## src/design/rsps_pkg.sv

```systemverilog
// Types and constants of the ray/sphere path split core.
package rsps_pkg;

  localparam int COORD_W    = 24;
  localparam int RADIUS_W   = 23;
  localparam int DIFF_W     = COORD_W + 1;
  localparam int SQ_RAD_W   = 54;
  localparam int SQ_ROOT_W  = SQ_RAD_W / 2;
  localparam int SQ_REM_W   = SQ_ROOT_W + 3;
  localparam int DV_W       = 51;
  localparam int DV_Q_W     = 26;
  localparam int LEN_W      = DV_W - DV_Q_W + 1;

  localparam logic [0:0] REG_RADIUS = 1'b0;
  localparam logic [0:0] REG_CZ     = 1'b1;

  typedef struct packed {
    logic signed [COORD_W-1:0] start_x;
    logic signed [COORD_W-1:0] start_y;
    logic signed [COORD_W-1:0] start_z;
    logic signed [COORD_W-1:0] end_x;
    logic signed [COORD_W-1:0] end_y;
    logic signed [COORD_W-1:0] end_z;
  } in_t;

  typedef struct packed {
    logic [COORD_W-1:0] total_length;
    logic [COORD_W-1:0] inside_length;
    logic [COORD_W-1:0] outside_length;
  } out_t;

  // square root digit recurrence state
  typedef struct packed {
    logic [SQ_RAD_W-1:0]  rad;
    logic [SQ_REM_W-1:0]  rem;
    logic [SQ_ROOT_W-1:0] root;
  } sq_t;

  // restoring divider state
  typedef struct packed {
    logic [DV_W-1:0]   rem;
    logic [DV_W-1:0]   dvs;
    logic [DV_Q_W-1:0] quo;
  } dv_t;

endpackage

```

## src/design/rsps_sqrt_cell.sv

```systemverilog
// One root bit of the integer square root chain.
module rsps_sqrt_cell import rsps_pkg::*; (
  input  logic clk_i,
  input  logic en_i,
  input  sq_t  d_i,
  output sq_t  q_o
);

  sq_t stage_d, stage_q;
  logic [SQ_REM_W-1:0] cur, trial;
  logic ge;

  always_comb begin
    cur   = {d_i.rem[SQ_REM_W-3:0], d_i.rad[SQ_RAD_W-1 -: 2]};
    trial = {1'b0, d_i.root, 2'b01};
    ge    = (cur >= trial);
    stage_d.rad  = {d_i.rad[SQ_RAD_W-3:0], 2'b00};
    stage_d.rem  = ge ? (cur - trial) : cur;
    stage_d.root = {d_i.root[SQ_ROOT_W-2:0], ge};
  end

  always_ff @(posedge clk_i) begin
    if (en_i) begin
      stage_q <= stage_d;
    end
  end

  assign q_o = stage_q;

endmodule

```

## config.mk

```make
export PLATFORM = sky130hd
export DESIGN_NAME = rsps_sqrt_cell
export DESIGN_NICKNAME = d
export VERILOG_FILES = /design/src/design/rsps_pkg.sv /design/src/design/rsps_sqrt_cell.sv
export SDC_FILE = /design/constraint.sdc
export NUM_CORES = 1
export LEC_CHECK = 0
export CAP_MARGIN = 0
export CORE_MARGIN = 1
export CORE_UTILIZATION = 35
export CTS_BUF_LIST = sky130_fd_sc_hd__clkbuf_8 sky130_fd_sc_hd__clkbuf_16
export CTS_CLUSTER_DIAMETER = 40
export CTS_CLUSTER_SIZE = 16
export DETAILED_ROUTE_END_ITERATION = 7
export DONT_BUFFER_PORTS = 1
export GPL_ROUTABILITY_DRIVEN = 0
export PLACE_DENSITY = 0.52
export SYNTH_ARGS = -nofsm -noshare
export SYNTH_HDL_FRONTEND = slang
export SYNTH_SLANG_ARGS = --single-unit
```

## constraint.sdc

```tcl
create_clock -name clk_i -period 3.65 [get_ports clk_i]
set_input_delay 0.365 -clock clk_i [delete_from_list [all_inputs] [get_ports clk_i]]
set_output_delay 0.365 -clock clk_i [all_outputs]
set_load 0.05 [all_outputs]
```

==> results.cfg <==
[run_status]
run_status = finished with violations
violations = DRC

[setup_path]
arrival_ns = 3.00
critPathMaxFanout = 23
criticalPathCategory = in -> reg
crit_start = d_i[0]
startpoint_type = input port
critPathRequiredTime_ns = 3.76
critPathCaptureType = register

[pwr]
peakVddDrop_mv = 0.2022
leakage_nw = 2.123
power.density_nw_per_um2 = 583.5

[routing]
wl_met3_mm = 1.287
wl_met1_mm = 4.728
first_pass_iters = 6
ant_nets = 0
drt_iter0_markers = 171
drc = 46
routed.top_layer = met4
vias = 3246
wl_mm = 12.14
vias_per_cell = 5.261
wl_met2_mm = 5.915
routedWlPerCell_microns = 19.67

[clocking]
path_clk_slew_ns = 0.08
post_cts_buffers = 0
cts-hold-fix-buffers = 0
cts_sinks = 109
cts_max_level = 3
cts_resized = 0
cts_buffers = 9
cts_tree = yes
cts-root-buf = clkbuf_16
clock_path_buffers = 2

[floorplan]
start_util_pct = 36.04
core_area_sq_um = 14640
io_pins = 224
dieArea_sq_um = 15570
num_rows = 44
die_w_microns = 124.8
die_h_microns = 124.8

[synthesis]
ys.flop_type = edfxtp_1
postSynthCellCount = 428
yosysTopAreaCell = edfxtp_1
async_flop_share_pct = 0
synthXorXnorAreaFrac_pct = 4.149
syn_area_sq_um = 5278
synth_area_leaders = edfxtp_1 62%, ha_1 6.9%, nand2_1 3.3%, o21ai_0 2.8%, xnor2_1 2.7%
synth_fa_ha_area_share_pct = 6.875
synthMuxAreaShare_pct = 0.5927
synth.avg_cell_area_sq_um = 12.33
yosysTopAreaCellShare_pct = 62.02
synth_compound_gate_area_share_pct = 13.25
synth_top_family_by_area = compound AO/OA/AOI/OAI gates
yosys.area_share.simple_pct = 8.606
yosys_warnings = 0
netlist-cell-type-count = 48
synth_edf_count = 109
ys_seq_elements = 109
ys_seq_area_share_pct = 62.02

[hold_path]
min_path_cells = 0
hp-class = in -> reg
min_from = d_i[24]

[global_routing]
grt_max_degree = 110
antenna_found_initial = 0
globalRouteTotalUtil_pct = 15.80
grt_pass1_vias = 3259
grt-ovfl-total = 0
grt_pass1_wl_mm = 18.37

[timing]
fin_crit_ns = 2.891
tightest_slew_ns = 0.5662
max_freq_mhz = 346.0
hold_violations = 0
slew_headroom_pct = 61.86
whs_ns = 0.09339
drv_slew = 0
worst_slack_ns = 0.7594
finalSetupViolCount = 0
post-route-period-util_pct = 79.19
rsz0062_at_grt = no
tns_ns = 0

[placement]
pre_cts_ws_ns = 0.3693
io_buffers = 0
place_area_sq_um = 5440
dp_hpwl_mm = 9.314

[final_layout]
drive_gt1_share_pct = 5.543
seqCellArea_sq_um = 3273
layout_common_cells = 109 x edfxtp_1, 46 x nand2_1, 36 x inv_1
largest_reg_flops = 109
antennaDiodeCount = 0
final_common_cell = edfxtp_1
final_nets = 570
multi_input_area_sq_um = 1774
syn2layout_area_growth_pct = 8.464
finalInstanceArea_sq_um = 5724
fillCellCount = 1412
final_util_pct = 39.09

[job]
maxCapViolations = 0
## area by class of cell
cell class	count	share of cell area, %
clock buffer	9	3.934
clock inverter	7	1.027
inverter	36	2.361
multi-input combinational	270	30.99
sequential	109	57.18
tap	184	4.022
timing repair buffer	2	0.4809
## synthesized netlist by cell type (3+ instances only)
master    count
nand2_1      46
o21bai_1      3
xor2_1        9
o31ai_1       4
a21o_1        7
a31oi_1       3
nand4_1       6
edfxtp_1    109
buf_6         5
o21ai_1      13
and3_1        3
xnor2_1      16
ha_1         29
nand3_1      10
o21ai_0      30
clkbuf_1      6
o21a_1        9
nor3_1        7
o22ai_1       3
nor2_1       14
a21oi_1      25
o31a_1        3
inv_1        36
## kinds of logic (layout without fill, tap and decap cells)
| logic type | count (synthesis) | count (layout) |
|---|---|---|
| buffers and inverters | 50 | 54 |
| adders and majority gates | 29 | 29 |
| AOI/OAI and AO/OA | 113 | 113 |
| muxes | 3 | 3 |
| xor gates and xnor gates | 25 | 25 |
| and+or+nand+nor | 98 | 98 |
| DFF | 109 | 109 |
| other | 1 | 2 |
## routing by layer
| layer | vias up | track usage (%) |
|---|---|---|
| met5 | - | 0 |
| li1 | 1573 | - |
| met4 | 0 | 6.754 |
| met3 | 14 | 6.186 |
| met1 | 1499 | 17.95 |
| met2 | 160 | 26.37 |
## critical path, stage by stage
cell      delay (ns)
inv_1           0.02
ha_1            0.34
nor2b_4         0.15
o31a_1          0.28
o221a_2         0.31
or4b_1          0.53
a21oi_2         0.23
o221a_4         0.34
buf_12          0.19
a211oi_1        0.07
a21o_1          0.16
## report_power, final
part / switching (mW) / internal (mW)
registers: 0.491 / 1.54
logic: 0.219 / 0.152
clock network: 0.462 / 0.473
## stage by stage
stage          std cells  power (mW)
2_1_floorplan        429       2.343
3_3_place_gp         601       2.432
3_5_place_dp         601       2.436
4_1_cts              617       3.389
5_1_grt              617       3.479
6_report             617       3.340
## worst paths after layout
check	endpoint	slack, ns
worst max-delay path	q_o[31]	0.76
worst min-delay path	q_o[25]	0.09
No activity file was read; power rests on OpenSTA's default activity.
