[config.mk]
export PLATFORM = sky130hd
export DESIGN_NAME = rsps_div_cell
export DESIGN_NICKNAME = d
export VERILOG_FILES = /design/src/design/rsps_pkg.sv /design/src/design/rsps_div_cell.sv
export SDC_FILE = /design/constraint.sdc
export NUM_CORES = 1
export LEC_CHECK = 0
export BUFFER_PORTS_ARGS = -buffer_cell sky130_fd_sc_hd__buf_4
export CORE_MARGIN = 1.5
export CORE_UTILIZATION = 45
export DETAILED_ROUTE_END_ITERATION = 16
export PLACE_DENSITY = 0.85
export SLEW_MARGIN = 10
export SYNTH_ARGS = -nofsm -noshare
export SYNTH_HDL_FRONTEND = slang
export SYNTH_SLANG_ARGS = --single-unit
[constraint.sdc]
create_clock -name clk_i -period 3.9 [get_ports clk_i]
set_input_delay 0.78 -clock clk_i [delete_from_list [all_inputs] [get_ports clk_i]]
set_output_delay 0.78 -clock clk_i [all_outputs]
set_load 0.02 [all_outputs]
[src/design/rsps_pkg.sv]
// Types and constants of the ray/sphere path split core.
package rsps_pkg;

  localparam int COORD_W    = 24;
  localparam int RADIUS_W   = 23;
  localparam int DIFF_W     = COORD_W + 1;
  localparam int SQ_RAD_W   = 54;
  localparam int SQ_ROOT_W  = SQ_RAD_W / 2;
  localparam int SQ_REM_W   = SQ_ROOT_W + 3;
  localparam int DV_W       = 51;
  localparam int DV_Q_W     = 26;
  localparam int LEN_W      = DV_W - DV_Q_W + 1;

  localparam logic [0:0] REG_RADIUS = 1'b0;
  localparam logic [0:0] REG_CZ     = 1'b1;

  typedef struct packed {
    logic signed [COORD_W-1:0] start_x;
    logic signed [COORD_W-1:0] start_y;
    logic signed [COORD_W-1:0] start_z;
    logic signed [COORD_W-1:0] end_x;
    logic signed [COORD_W-1:0] end_y;
    logic signed [COORD_W-1:0] end_z;
  } in_t;

  typedef struct packed {
    logic [COORD_W-1:0] total_length;
    logic [COORD_W-1:0] inside_length;
    logic [COORD_W-1:0] outside_length;
  } out_t;

  // square root digit recurrence state
  typedef struct packed {
    logic [SQ_RAD_W-1:0]  rad;
    logic [SQ_REM_W-1:0]  rem;
    logic [SQ_ROOT_W-1:0] root;
  } sq_t;

  // restoring divider state
  typedef struct packed {
    logic [DV_W-1:0]   rem;
    logic [DV_W-1:0]   dvs;
    logic [DV_Q_W-1:0] quo;
  } dv_t;

endpackage

[src/design/rsps_div_cell.sv]
// One quotient bit of the restoring divider chain.
module rsps_div_cell import rsps_pkg::*; (
  input  logic clk_i,
  input  logic en_i,
  input  dv_t  d_i,
  output dv_t  q_o
);

  dv_t stage_d, stage_q;
  logic ge;

  always_comb begin
    ge          = (d_i.rem >= d_i.dvs);
    stage_d.rem = ge ? (d_i.rem - d_i.dvs) : d_i.rem;
    stage_d.dvs = {1'b0, d_i.dvs[DV_W-1:1]};
    stage_d.quo = {d_i.quo[DV_Q_W-2:0], ge};
  end

  always_ff @(posedge clk_i) begin
    if (en_i) begin
      stage_q <= stage_d;
    end
  end

  assign q_o = stage_q;

endmodule

==> results.sh, run 1 <==
export IMPL_die_w_um=132.8
export IMPL_dieArea_um2=17640
export IMPL_crit_type="in2reg"
export IMPL_grt_pass1_vias=6349
export IMPL_synth_top_area_share_pct=50.28
export IMPL_ctsHoldBuffers=0
export IMPL_syn_avg_cell_area_um2=10.33
export IMPL_synth_yosys_seq_area_share_pct=50.28
export IMPL_design_core_area_um2=16520
export IMPL_finalHoldViolations=0
export IMPL_p_switching_w=0.001405
export IMPL_syn_nets=916
export IMPL_swShare_pct=30.26
export IMPL_power_per_cell_area_nw_per_um2=443.5
export IMPL_finalPower_w=0.004643
export IMPL_synth_distinct_cells=60
export IMPL_clkPwrFrac_pct=35.9
export IMPL_cts_root_buf="clkbuf_16"
export IMPL_synth_seq_cells=127
export IMPL_cap_violations=0
export IMPL_place_gp_congestion=0.9240
export IMPL_period_share_pct=88.50
export IMPL_period_minus_slack_ns=3.452
export IMPL_die_y_um=132.8
export IMPL_fin_setup_tns_ns=0
export IMPL_antenna_found_initial=0
export IMPL_cp_required_ns=4.08
export IMPL_p_comb_share_pct=27.0
export IMPL_peakVddDrop_mv=0.3118
export IMPL_gr_total_overflow=0
export IMPL_grt_usage_pct=23.50
export IMPL_final_util_pct=63.35
export IMPL_setup_viol=0
export IMPL_crit_path_start_kind="primary input"
export IMPL_row_count=47
export IMPL_cts_setup_buffers=0
export IMPL_yosysTopAreaCell="edfxtp_1"
export IMPL_ctsResizeCount=0
export IMPL_drtIter0Drc=574
export IMPL_drt_wirelength_per_cell_um=16.80
export IMPL_grt_max_degree=79
export IMPL_grt_pass1_wl_um=32210
export IMPL_design_area_um2=10470
export IMPL_dr_pass1_iters=5
export IMPL_antenna_cells=0
export IMPL_vias=6554
export IMPL_hp_class="in2reg"
export IMPL_yosysWarnings=0
export IMPL_fin_nets=1188
export IMPL_cts_sinks=127
export IMPL_placed_cell_area_um2=9857
export IMPL_layout_setup_ws_ns=0.4484
export IMPL_cell_internal_pwr_w=0.003238
export IMPL_synth_edf_count=127
export IMPL_arrival_ns=3.63
export IMPL_dp_hpwl_um=16080
export IMPL_run_status="finished, final reports clean"
export IMPL_end_kind="flop"
export IMPL_seqPwrFrac_pct=37.1
export IMPL_maxSlewHeadroom_pct=49.93
export IMPL_cts_tree="done"
export IMPL_path_max_fanout=3
export IMPL_synth_area_leaders="edfxtp_1, ha_1, nand2_1"
export IMPL_ios=258
export IMPL_tightest_slew_ns=0.7510
export IMPL_drive_gt1_share_pct=32.58
export IMPL_cts_buffer_depth=2
export IMPL_port_buffers=255
export IMPL_postRouteWirelength_um=20810
export IMPL_syn_to_final_growth_pct=38.02
export IMPL_yosysMostFrequentCell="edfxtp_1"
export IMPL_clk_pin_slew_ns=0.06
export IMPL_post_route_drc_count=0
export IMPL_synthTopCellsByCount="edfxtp_1, nand2_1, inv_1"
export IMPL_via_per_inst=5.290
export IMPL_preCtsSetupSlack_ns=0.06575
export IMPL_synthCells=734
export IMPL_cts_buffers=17
export IMPL_largest_register_ffs=127
export IMPL_initial_core_util_pct=45.90
export IMPL_cts_max_level=4
export IMPL_rsz0062_at_grt="no"
export IMPL_ant_nets=0
export IMPL_async_flop_share_pct=0
export IMPL_fmax_mhz=289.7
export IMPL_p_leak_nw=4.746
export IMPL_synth_ff_type="edfxtp_1"
export IMPL_slew_violations=0
export IMPL_netlist_area_um2=7585
## layout by cell type, fill, tap and decap left out, types with 4 or more instances in the layout
cell type / instances
clkbuf_16: 17
nor4_1: 4
inv_1: 64
o21bai_1: 14
nor3_1: 6
nand2b_1: 6
edfxtp_1: 127
nor2_1: 24
buf_4: 280
o21ai_0: 59
nor2b_1: 4
nand3_1: 11
nand4_1: 10
a21oi_1: 59
a21o_1: 31
a31oi_1: 10
xor2_1: 23
and3_1: 12
o21ai_1: 19
nand2_1: 89
or3_1: 5
xnor2_1: 26
ha_1: 51
inv_6: 4
## power groups by stage
stage | sequential (W) | combinational (W) | clock, W
2_1_floorplan | 0.00193 | 0.000533 | 0
3_3_place_gp | 0.00174 | 0.00122 | 0
3_5_place_dp | 0.00175 | 0.00124 | 0
4_1_cts | 0.00172 | 0.00125 | 0.00169
5_1_grt | 0.00173 | 0.00135 | 0.00174
6_report | 0.00172 | 0.00125 | 0.00167
## critical path: stages
cell and delay (ns):
buf_4 0.11, inv_1 0.04, ha_1 0.16, inv_1 0.07, fa_1 0.40, a211oi_1 0.27
o21bai_1 0.13, a21oi_2 0.20, o21ai_1 0.15, a211o_1 0.36, a31oi_1 0.19, buf_4 0.16
o21ai_1 0.07, a21oi_1 0.28, xor2_1 0.16, o21ai_0 0.08
## per-layer routing
| metal | share of wire (%) | vias up | global-route usage [%] |
|---|---|---|---|
| met5 | 0 | - | 0 |
| met4 | 2.3 | 0 | 8.913 |
| met3 | 6.5 | 38 | 4.943 |
| met2 | 51 | 266 | 41.64 |
| met1 | 40 | 3030 | 28.00 |
| li1 | - | 3220 | - |
## metrics by stage
stage | hold WS [ns] | std cells
6_report | 0.5239 | 1239
5_1_grt | 0.5099 | 1239
4_1_cts | 0.5131 | 1239
3_5_place_dp | 0.9595 | 1207
3_3_place_gp | 0.9578 | 1207
2_1_floorplan | 0.8789 | 734
## final cells by class
cell class	count	area, um^2
inverter	65	244.0
clock inverter	14	182.7
sequential	127	3814
fill	1348	6056
multi-input combinational	512	3371
clock buffer	18	429.2
tap	220	275.3
timing repair buffer	283	2153
## worst paths after layout
| path | endpoint | cells past startpoint | from | slack (ns) |
|---|---|---|---|---|
| hold / removal | q_o[25] | 1 | d_i[24] | 0.52 |
| setup / recovery | q_o[117] | 16 | d_i[77] | 0.45 |
## cells by family (layout without fill, tap and decap cells)
group	count (synthesis)	in the layout	share of synthesized area, %
simple gates	177	177	10.61
other cells	1	1	0.04944
mux	3	3	0.4454
fa+ha+maj	52	52	8.677
compound gates	230	230	19.00
xor+xnor	49	49	5.658
buf+inv	95	380	5.279
flops	127	127	50.28
No activity file was read; power rests on OpenSTA's default activity.
==> run 2, diff against run 1 <==
- CORE_UTILIZATION: 45 -> 48
- PLACE_DENSITY: 0.85 -> 0.89
==> run 2 against run 1 <==
Effect of this change:
- clock power decreased by 6%
- combinational power about the same
- power decreased by 2.2%
- setup slack improved by 0.014 ns
- wire length decreased by 0.32%
- critical path depth decreased by 3
- worst hold slack improved by 0.010 ns
- sequential share of layout area increased by 0.26 points
- die area decreased by 6.1%
- via count increased by 0.78%
- sequential cell count unchanged
- clock-buffer cell count decreased by 1
- critical path type unchanged
- critical endpoint is now q_o[126]
==> results.sh, run 2 (synthesized netlist as in run 1, its figures left out) <==
export IMPL_initial_core_util_pct=49.53
export IMPL_period_share_pct=88.15
export IMPL_cts_setup_buffers=0
export IMPL_run_status="finished, final reports clean"
export IMPL_cpMaxStageDelayCell="ha_1"
export IMPL_drtIter0Drc=454
export IMPL_final_common_cell="buf_4"
export IMPL_cts_max_level=4
export IMPL_ant_nets=0
export IMPL_cts_tree="done"
export IMPL_end_kind="flop"
export IMPL_arrival_ns=3.61
export IMPL_drt_wirelength_per_cell_um=16.93
export IMPL_cp_required_ns=4.07
export IMPL_cts_buffer_depth=2
export IMPL_die_w_um=128.7
export IMPL_design_area_um2=10390
export IMPL_slew_violations=0
export IMPL_tightest_slew_ns=1.112
export IMPL_design_core_area_um2=15310
export IMPL_period_minus_slack_ns=3.438
export IMPL_largest_register_ffs=127
export IMPL_peakVddDrop_mv=0.2993
export IMPL_seq_area_um2=3814
export IMPL_final_util_pct=67.87
export IMPL_p_leak_nw=4.719
export IMPL_clk_pin_slew_ns=0.06
export IMPL_port_buffers=255
export IMPL_finalHoldViolations=0
export IMPL_syn_to_final_growth_pct=37.03
export IMPL_antenna_cells=0
export IMPL_cts_sinks=127
export IMPL_multi_input_area_um2=3371
export IMPL_row_count=45
export IMPL_hp_class="in2reg"
export IMPL_fmax_mhz=290.9
export IMPL_die_y_um=128.7
export IMPL_num_fill_cells=1194
export IMPL_antenna_found_initial=0
export IMPL_maxSlewHeadroom_pct=25.88
export IMPL_placed_cells=1193
export IMPL_use_met3_pct=5.780
export IMPL_rsz0062_at_grt="no"
export IMPL_cpLargestDelayFamily="compound AO/OA/AOI/OAI gates"
export IMPL_vias=6605
export IMPL_cap_violations=0
export IMPL_fin_setup_tns_ns=0
export IMPL_post_route_drc_count=0
export IMPL_globalRoute_busiestLayer="met2"
export IMPL_grt_pass1_wl_um=32360
export IMPL_setup_viol=0
export IMPL_path_max_fanout=7
export IMPL_use_met2_pct=43.88
export IMPL_fin_nets=1183
export IMPL_ctsHoldBuffers=0
export IMPL_layout_common_cells="buf_4, edfxtp_1, nand2_1"
export IMPL_drive_gt1_share_pct=32.35
export IMPL_path_cells="buf_4 > inv_1 > ha_1 > nand2_1 > or3_1 > o221ai_1 > nor2_1 > a211oi_2 > o21ai_1 > o211ai_1 > o2111ai_1 > xnor2_1 > mux2_2"
export IMPL_postRouteWirelength_um=20750
export IMPL_dp_hpwl_um=15920
export IMPL_placed_cell_area_um2=9808
export IMPL_cp_num_buf_inv=2
export IMPL_grt_usage_pct=25.39
export IMPL_crit_type="in2reg"
export IMPL_crit_path_start_kind="primary input"
export IMPL_grt_pass1_vias=6473
export IMPL_ios=258
export IMPL_ctsResizeCount=0
export IMPL_place_gp_congestion=0.9096
export IMPL_cts_buffers=17
export IMPL_cts_root_buf="clkbuf_16"
export IMPL_grt_max_degree=125
export IMPL_cpPeakStageDelay_ns=0.42
export IMPL_power_per_cell_area_nw_per_um2=437.1
export IMPL_instances_no_fill=1225
export IMPL_grt_use_met1_pct=30.70
export IMPL_gr_total_overflow=0
export IMPL_via_per_inst=5.392
export IMPL_dr_pass1_iters=5
export IMPL_dieArea_um2=16570
[run 2: cell types whose count changed in the layout (fill, tap and decap cells not counted)]
cell	change
clkinvlp_4	-1
buf_4	-5
clkinv_2	+3
clkbuf_1	-1
bufinv_16	-1
[run 2: path summary, 6_finish.rpt]
path	start	end	slack (ns)	cells after the start
max	d_i[42]	q_o[126]	0.46	13
min	d_i[7]	q_o[8]	0.53	1
[run 2: routing by layer]
layer,vias to the layer above,share of wire (%)
li1,3201,-
met2,313,49
met5,-,0
met1,3040,40
met4,0,3.1
met3,51,7.9
[run 2: metrics by stage]
stage	setup slack, ns	total power (W)	hold slack (ns)
after CTS	0.4618	0.004563	0.5248
after global routing	0.2825	0.004747	0.5215
final	0.4621	0.004543	0.5339
after global placement	0.1416	0.002959	0.9584
after detailed placement	0.09064	0.002987	0.9595
after floorplan	0.4559	0.002466	0.8789
[run 2: where the power goes]
| part | internal, W | switching, W |
|---|---|---|
| combinational | 0.000536 | 0.000716 |
| clock | 0.000949 | 0.000619 |
| sequential | 0.00168 | 0.0000405 |
[run 2: area by class of cell]
type	count	share of cell area (%)
sequential	127	36.69
multi-input combinational	512	32.43
timing repair buffer	278	20.36
clock buffer	17	4.093
tap	211	2.540
inverter	65	2.347
clock inverter	15	1.541
==> run 3, diff against run 2 <==
- ABC_AREA: default -> 1
- PLACE_DENSITY: 0.89 -> 0.86
==> run 3 against run 2 <==
Effect of this change:
- sequential power barely moved
- synthesized cell count rose by 76%
- sequential share of layout area fell by 5.2 points
- critical path depth rose by 3
- die area rose by 22%
- global-route usage rose by 3.1 points
- combinational power rose by 13%
- worst hold slack got worse by 0.015 ns
- power rose by 3.2%
- clock-buffer cell count did not move
- wire length rose by 39%
- largest cell class is now multi-input gates
- highest routed layer unchanged
==> results.sh, run 3 <==
export IMPL_design_core_area_um2=18890
export IMPL_seqPwrFrac_pct=36.7
export IMPL_swShare_pct=34.94
export IMPL_cell_internal_pwr_w=0.003051
export IMPL_cp_required_ns=4.07
export IMPL_ios=258
export IMPL_peakVddDrop_mv=0.3048
export IMPL_ctsHoldBuffers=0
export IMPL_fin_nets=1738
export IMPL_largest_register_ffs=127
export IMPL_syn_nets=1472
export IMPL_async_flop_share_pct=0
export IMPL_cts_root_buf="clkbuf_16"
export IMPL_die_y_um=142.4
export IMPL_grt_pass1_wl_um=43460
export IMPL_synthTopCellsByCount="nand2_1, inv_1, edfxtp_1"
export IMPL_crit_type="in2reg"
export IMPL_vias=8868
export IMPL_die_w_um=142.4
export IMPL_antenna_cells=0
export IMPL_cts_sinks=127
export IMPL_via_per_inst=4.849
export IMPL_synth_top_area_share_pct=40.89
export IMPL_netlist_area_um2=9328
export IMPL_tightest_slew_ns=0.9004
export IMPL_end_kind="flop"
export IMPL_path_max_fanout=63
export IMPL_yosysMostFrequentCell="nand2_1"
export IMPL_layout_common_cells="nand2_1, inv_1, buf_4"
export IMPL_antenna_found_initial=0
export IMPL_port_buffers=255
export IMPL_row_count=50
export IMPL_syn_to_final_growth_pct=29.91
export IMPL_ant_nets=0
export IMPL_rsz0062_at_grt="no"
export IMPL_fmax_mhz=310.5
export IMPL_p_comb_share_pct=30.0
export IMPL_synth_distinct_cells=35
export IMPL_slew_violations=0
export IMPL_drtIter0Drc=608
export IMPL_period_share_pct=82.58
export IMPL_clk_pin_slew_ns=0.07
export IMPL_power_per_cell_area_nw_per_um2=387.0
export IMPL_initial_core_util_pct=49.37
export IMPL_cts_buffer_depth=2
export IMPL_yosysTopAreaCell="edfxtp_1"
export IMPL_synth_ff_type="edfxtp_1"
export IMPL_arrival_ns=3.39
export IMPL_syn_avg_cell_area_um2=7.231
export IMPL_drt_wirelength_per_cell_um=15.71
export IMPL_drive_gt1_share_pct=21.48
export IMPL_hp_class="in2reg"
export IMPL_final_util_pct=64.14
export IMPL_p_leak_nw=6.518
export IMPL_dieArea_um2=20280
export IMPL_critPathLaunch="d_i[60]"
export IMPL_setup_viol=0
export IMPL_grt_max_degree=76
export IMPL_synthCells=1290
export IMPL_hp_start="d_i[4]"
export IMPL_run_status="finished, final reports clean"
export IMPL_postRouteWirelength_um=28740
export IMPL_period_minus_slack_ns=3.221
export IMPL_gr_total_overflow=0
export IMPL_dp_hpwl_um=22980
export IMPL_finalHoldViolations=0
export IMPL_grt_usage_pct=28.46
export IMPL_synth_seq_cells=127
export IMPL_maxSlewHeadroom_pct=39.84
export IMPL_p_switching_w=0.001639
export IMPL_cts_setup_buffers=0
export IMPL_cts_buffers=17
export IMPL_post_route_drc_count=0
export IMPL_synth_yosys_seq_area_share_pct=40.89
export IMPL_clkPwrFrac_pct=33.4
export IMPL_cts_tree="done"
export IMPL_cts_max_level=4
export IMPL_grt_pass1_vias=8302
export IMPL_cap_violations=0
export IMPL_dr_pass1_iters=7
export IMPL_ctsResizeCount=0
export IMPL_fin_setup_tns_ns=0
export IMPL_place_gp_congestion=0.9165
export IMPL_yosysWarnings=0
export IMPL_synth_area_leaders="edfxtp_1, nand2_1, inv_1"
export IMPL_synth_edf_count=127
export IMPL_final_common_cell="nand2_1"
export IMPL_crit_path_start_kind="primary input"
## run 3: changes by cell type after synthesis, moves of 13 or more
cell      previous run  this run
o21ai_0             59        29
nand3_1             11        44
o21ai_1             19         0
xnor2_1             26         0
nand2_1             89       477
nor2_1              24        76
a21oi_1             59        31
nand3b_1             0        16
inv_2                1        14
inv_1               64       294
nand4_1             10        33
a21o_1              31         0
## run 3: final cells by class
class / count / area [um^2]
inverters: 309 / 1160
clock buffers: 17 / 425.4
fillers: 1694 / 6775
multi-input cells: 839 / 4260
well taps: 260 / 325.3
clock inverters: 15 / 141.4
repair buffers: 262 / 1992
flip-flops and latches: 127 / 3814
## run 3: power by group through the flow
stage,sequential (W),combinational [W],clock (W)
floorplan,0.00194,0.000634,0
global placement,0.00175,0.00137,0
detailed placement,0.00175,0.00139,0
CTS,0.00172,0.00140,0.00158
global route,0.00173,0.00153,0.00163
finish,0.00172,0.00141,0.00157
## run 3: stage by stage
step                area (um^2)  instances  hold WS [ns]  total power (W)  setup slack (ns)
floorplan                  9328       1290        0.8789         0.002573             1.291
global placement          11550       1797        0.9582         0.003114            0.3185
detailed placement        11550       1797        0.9593         0.003136            0.2538
CTS                       12120       1829        0.5114         0.004697            0.7134
global route              12120       1829        0.5096         0.004894            0.4977
finish                    12120       1829        0.5189         0.004690            0.6793
## run 3: final timing paths
path	end	slack [ns]	cells past startpoint
worst max-delay path	q_o[90]	0.68	16
worst min-delay path	q_o[5]	0.52	1
## run 3: logic make-up after synthesis
group	after synthesis	synth area share (%)
AO/OA/AOI/OAI	68	3.957
XOR/XNOR	29	2.723
adder cells (fa/ha/maj)	52	7.056
buffers and inverters	324	13.44
flip-flops	127	40.89
other	1	0.04020
AND/OR/NAND/NOR	689	31.90
## run 3: per-layer routing
| metal | global-route usage, % | vias up | share of wire (%) |
|---|---|---|---|
| met5 | 0 | - | 0 |
| met4 | 7.325 | 0 | 1.5 |
| met3 | 4.307 | 26 | 6.9 |
| met2 | 46.83 | 345 | 46 |
| met1 | 39.35 | 3970 | 45 |
| li1 | - | 4527 | - |
## run 3: critical path: stages
cell,delay (ns)
buf_4,0.08
inv_1,0.03
ha_1,0.36
nand2_1,0.17
inv_1,0.05
nand2_1,0.06
nand2_1,0.09
inv_1,0.07
nand2_1,0.10
inv_1,0.07
nand2_1,0.10
a21oi_4,0.73
nand3_4,0.18
buf_12,0.26
nand2_1,0.10
o21ai_0,0.12
